[src/rtl/molw_pkg.sv]
// ----------------------------------------------------------------------------
// molw_pkg: shared types and constants of the motion-object list walker
// Commands, result kinds, the front-to-back job record and sequencer states.
// ----------------------------------------------------------------------------
package molw_pkg;

	localparam int ObjectCount  = 1024;
	localparam int ScreenTilesX = 42;
	localparam int ScreenTilesY = 30;
	localparam int PlaneDepth   = 1024;

	typedef enum logic [1:0] {
		CMD_WRITE_OBJ  = 2'd0,
		CMD_WRITE_HEAD = 2'd1,
		CMD_BEGIN      = 2'd2,
		CMD_NEXT       = 2'd3
	} cmd_t;

	typedef enum logic [1:0] {
		KIND_TILE  = 2'd0,
		KIND_EMPTY = 2'd1,
		KIND_DONE  = 2'd2
	} kind_t;

	// one classified command handed from the front to the back
	typedef struct packed {
		cmd_t        cmd;
		logic [1:0]  plane;
		logic [9:0]  slot;
		logic [5:0]  row;
		logic [15:0] value;
		logic [8:0]  hs;
		logic [8:0]  vs;
	} job_t;

	typedef enum logic [3:0] {
		ST_IDLE,
		ST_CLEAR,
		ST_WALK_RD,
		ST_WALK_CHK,
		ST_HEAD_RD,
		ST_HEAD_WAIT,
		ST_OBJ_RD,
		ST_OBJ_WAIT,
		ST_TILE,
		ST_FLUSH,
		ST_EMIT_EMPTY,
		ST_EMIT_DONE
	} state_t;

endpackage

[src/rtl/molw_front.sv]
// ----------------------------------------------------------------------------
// molw_front: command intake
// Drops commands that cannot matter and queues the rest for the back end.
// ----------------------------------------------------------------------------
module molw_front #(
	parameter int OBJECT_COUNT = molw_pkg::ObjectCount
) (
	input  logic             clk,
	input  logic             arst_n,
	input  logic             in_valid,
	output logic             in_ready,
	input  molw_pkg::job_t   in_job,
	output logic             job_valid,
	input  logic             job_ready,
	output molw_pkg::job_t   job
);

	localparam int Depth = 4;

	molw_pkg::job_t fifo_q [Depth];
	logic [1:0] wr_ptr_q, rd_ptr_q;
	logic [2:0] count_q;
	logic       keep;
	logic       push, pop;

	// an object word write to a slot beyond the object count is dropped here
	assign keep = !(in_job.cmd == molw_pkg::CMD_WRITE_OBJ &&
		{22'd0, in_job.slot} >= OBJECT_COUNT);
	assign in_ready  = (count_q != 3'(Depth));
	assign push      = in_valid && in_ready && keep;
	assign job_valid = (count_q != 3'd0);
	assign pop       = job_valid && job_ready;
	assign job       = fifo_q[rd_ptr_q];

	always_ff @(posedge clk) begin
		if (push) fifo_q[wr_ptr_q] <= in_job;
	end

	always_ff @(posedge clk or negedge arst_n) begin
		if (!arst_n) begin
			wr_ptr_q <= '0;
			rd_ptr_q <= '0;
			count_q  <= '0;
		end else begin
			if (push) wr_ptr_q <= wr_ptr_q + 2'd1;
			if (pop)  rd_ptr_q <= rd_ptr_q + 2'd1;
			count_q <= count_q + 3'(push) - 3'(pop);
		end
	end

endmodule

[config.mk]
export PLATFORM = sky130hd
export DESIGN_NAME = molw_front
export DESIGN_NICKNAME = d
export VERILOG_FILES = /design/src/rtl/molw_pkg.sv /design/src/rtl/molw_front.sv
export SDC_FILE = /design/constraint.sdc
export NUM_CORES = 1
export LEC_CHECK = 0
export BUFFER_PORTS_ARGS = -buffer_cell sky130_fd_sc_hd__buf_2
export CAP_MARGIN = 20
export CELL_PAD_IN_SITES_DETAIL_PLACEMENT = 1
export CELL_PAD_IN_SITES_GLOBAL_PLACEMENT = 1
export CORE_UTILIZATION = 45
export DETAILED_ROUTE_END_ITERATION = 8
export PLACE_DENSITY = 0.72
export SYNTH_ARGS = -nofsm -noshare
export SYNTH_HDL_FRONTEND = slang
export SYNTH_SLANG_ARGS = --single-unit
[constraint.sdc]
create_clock -name clk -period 3.57 [get_ports clk]
set_clock_uncertainty 0.05 [all_clocks]
set_input_delay 0.5355 -clock clk [delete_from_list [all_inputs] [get_ports clk]]
set_output_delay 0.5355 -clock clk [all_outputs]
set_load 0.1 [all_outputs]
# Yosys cells after proc, flatten, opt, wreduce, memory -nomap -nowiden
# Memory sizes are Yosys's and may differ from the RTL's.
# Cells that the tools add are included.
# totals
n_memories	1
ramBits	216
regBits	7
output_inout_bits	56
word_cells	14
# classes
n_eq_ne	1
reduce_logical	3
mux	2
addsub	4
# mem_list
memory	words	word_bits	read_ports	rd_ports_with_merged_regs	write_ports	line	rtl
fifo_q	4	54	1	0	1	molw_front.sv:20	molw_pkg::job_t fifo_q [Depth];
# op_table
cell	n
$add A2 B1 Y2 const B	2
$add A3 B1 Y3	1
$ne A3 B3 Y1 const B	1
$reduce_bool A3 Y1	1
$sub A3 B1 Y3	1
$logic_and A1 B1 Y1	2
$mux W1	2

# Logic depth before layout (Yosys ltp)
# logic_depth
ltp_word	4
ltp_mapped	9

# Least setup slack after synthesis
# OpenSTA, ideal clock, no wires.
# synth_timing
kind	reg-to-reg
startpoint	register count_q[2]
endpoint	memory fifo_q[0][0] (netlist bit) (enable)
setup_time_ps	418
t_arrival_ps	2015
t_required_ps	3102
path_buffers	0
slack_ps	1088
stages_incl_launch_ff	3
path_cell_list	dfrtp_1 -> nor3b_2 -> and3b_1
# synth_between
elab_chain_cells	4
# synth_lines
element	line	rtl
from (decl)	molw_front.sv:22	logic [2:0] count_q;
from (signal assigned)	molw_front.sv:47	count_q <= count_q + 3'(push) - 3'(pop);
$ne A3 B3 Y1	molw_front.sv:29	assign in_ready = (count_q != 3'(Depth));
$logic_and A1 B1 Y1	molw_front.sv:30	assign push = in_valid && in_ready && keep;
$mux W1	molw_front.sv:36	if (push) fifo_q[wr_ptr_q] <= in_job;
$mux W1 (not written as such)	molw_front.sv:36	
to (decl)	molw_front.sv:20	
# Every way passes these cells.

==> results by group <==
STA
  – Final Critical Period: 2980 ps
  – Final setup viols: 0
  – Max Clock Freq: between 0.3 and 0.4 GHz
  – Period utilisation layout: 83.6%
  – Final Hold Viols: 0
  – Final hold slack: 192 ps
  – Setup TNS: 0 ps
  – RSZ-0062 raised after global routing: no
  – Max-slew violations: 0
  – Slew @ Worst Pin: 525 ps
  – Max-slew headroom: 65.0%
  – Post-route setup slack: 587 ps

Die
  – Io pins: 114
  – Core Rows: 49
  – Initial Utilization: between 40% and 50%
  – Die Y-Extent: ~140 um
  – CORE AREA: roughly 18000 um2
  – Die W: 137 um
  – Total die area: 18900 um2

Drt
  – DRT antenna net count: 0
  – TritonRoute pass-1 iters: 4
  – DR WL/cell: approximately 22 um
  – Post-route DRC: 0
  – Routed WL: 15.6 mm
  – Vias per cell: around 5.3
  – Iter 0 DRT Violations: 151
  – Vias: about 3.7k

Clock network
  – TritonCTS clock tree: built
  – Cts bufs inserted: 24
  – # hold bufs at CTS: 1
  – Setup bufs post-CTS: 0
  – CTS H-tree lvls: 1
  – CTS root buffer: clkbuf_16
  – Clk_lat worst skew: around 500 ps
  – Cts repair resizes: 0
  – # clock sinks: between 200 and 250
  – Longest Clk Path Bufs: 3
  – Clock Pin Slew Worst Setup and Hold Paths: 60 ps

Global routing
  – Grt total ovfl: 0
  – Initial antenna violation count: 2
  – Largest net degree at the start of global routing: 48
  – First-pass GRT wire length: 23.8 mm
  – Number of global-route vias before repair: 4300
  – GRT Overall Usage: 17.3%

Yosys
  – Avg Inst Size Synth: 25.6 um2
  – Register bit total from synthesis: 223
  – Post-synth top area share: between 70% and 80%
  – Syn Inst Count: 323
  – Top cells by area, synth: edfxtp_1, mux4_2, dfrtp_1
  – Top FF cell, synth: edfxtp_1
  – Yosys cell types: 20
  – Syn Std Cell Area: 8260 um2
  – Area leader, netlist: edfxtp_1
  – Post-synth net total: 388
  – Asr flop ratio synth: between 3 and 4%
  – Sequential fraction of the synthesis area: 80.6%
  – Yosys warning total: 0
  – Post-synth EDFFs: 216

Layout
  – Most common cell after layout, fill and taps aside: edfxtp_1
  – Fin nets: 524
  – Final core occ: 55.2%
  – Share of layout cells above drive strength 1: approximately 45%
  – Most frequent cells in the layout: edfxtp_1, buf_2, mux4_2, clkbuf_16, clkinv_2
  – Area grow syn2layout: 19.9%

Critical path
  – Crit path capture type: primary output
  – Arrival @ worst endpoint: 2400 ps
  – Crit path kind: reg -> out
  – Max FO, Critical Path: 28
  – Startpoint Class: flip-flop
  – CP required: 2980 ps
  – Slowest stage cell, crit path: dfrtp_4
  – Crit-path max cell delay: roughly 700 ps
  – FF-to-FF setup slack: 1170 ps
  – CP top delay family: flip-flops
  – Crit-path cells: buf_12, mux4_2, buf_2
  – Buf/Inv on CP: 2

Place
  – Buffers on Ports: 113
  – Hpwl dp: 9.63 mm
  – Pre-CTS setup slack: 1050 ps
  – Routability congestion estimate from global placement: approximately 0.74

Run status
  – Status: finished, final reports clean

Hold path
  – Hold crit path type: in -> reg

Run
  – Max-cap violations: 0
==> metrics by stage <==
stage,cells,area (um2)
final,707,9910
after global routing,705,9900
after CTS,705,9900
after detailed placement,661,9170
after global placement,661,9170
after floorplan,323,8260
==> cell usage after synthesis, types with 2 or more instances <==
| cell type | n |
|---|---|
| inv_1 | 6 |
| edfxtp_1 | 216 |
| nand2b_1 | 4 |
| xnor2_1 | 3 |
| and3b_1 | 4 |
| dfrtp_1 | 7 |
| buf_2 | 6 |
| buf_6 | 5 |
| o211ai_1 | 2 |
| mux4_2 | 54 |
| nand4bb_1 | 2 |
| ha_1 | 6 |
==> metal layers <==
layer	GRT usage, %	part of all wire, %
met1	21.2	41
met2	30.2	51
met3	4.49	6.1
met4	4.58	2.0
met5	0	0.12
==> logic make-up after synthesis <==
logic type	share of synthesized area, %
flops	80.6
mux	14.7
buf+inv	1.41
simple gates	1.27
fa+ha+maj	1.15
compound gates	0.394
xor+xnor	0.424
==> layout make-up <==
type                    count  area (um2)
multi-input cells          82        1490
inverters                   6        22.5
fillers                  1563        8060
clock inverters            13        83.8
repair buffers            122         711
diodes                      2        5.00
flip-flops and latches    223        6670
well taps                 229         287
clock buffers              30         644
==> path summary, 6_finish.rpt <==
check / startpoint / end / cells after the start
setup / recovery: rd_ptr_q[0]$_DFFE_PN0P_ / job[1] / 3
hold / removal: in_job[18] / fifo_q[1][18]$_DFFE_PP_ / 1
setup reg to reg: count_q[1]$_DFF_PN0_ / count_q[2]$_DFF_PN0_ / 9
hold reg to reg: wr_ptr_q[1]$_DFFE_PN0P_ / wr_ptr_q[1]$_DFFE_PN0P_ / 2
max in group asynchronous: arst_n / rd_ptr_q[0]$_DFFE_PN0P_ / 2
min in group asynchronous: arst_n / count_q[1]$_DFF_PN0_ / 2
==> sequential cells by signal (all words and copies together), names as in the netlist <==
| name | count |
|---|---|
| fifo_q | 216 |
| wr_ptr_q | 2 |
| count_q | 3 |
| rd_ptr_q | 2 |
Power is not shown: default switching activity piles up to over one toggle a cycle in this logic, so the estimate is an artifact.
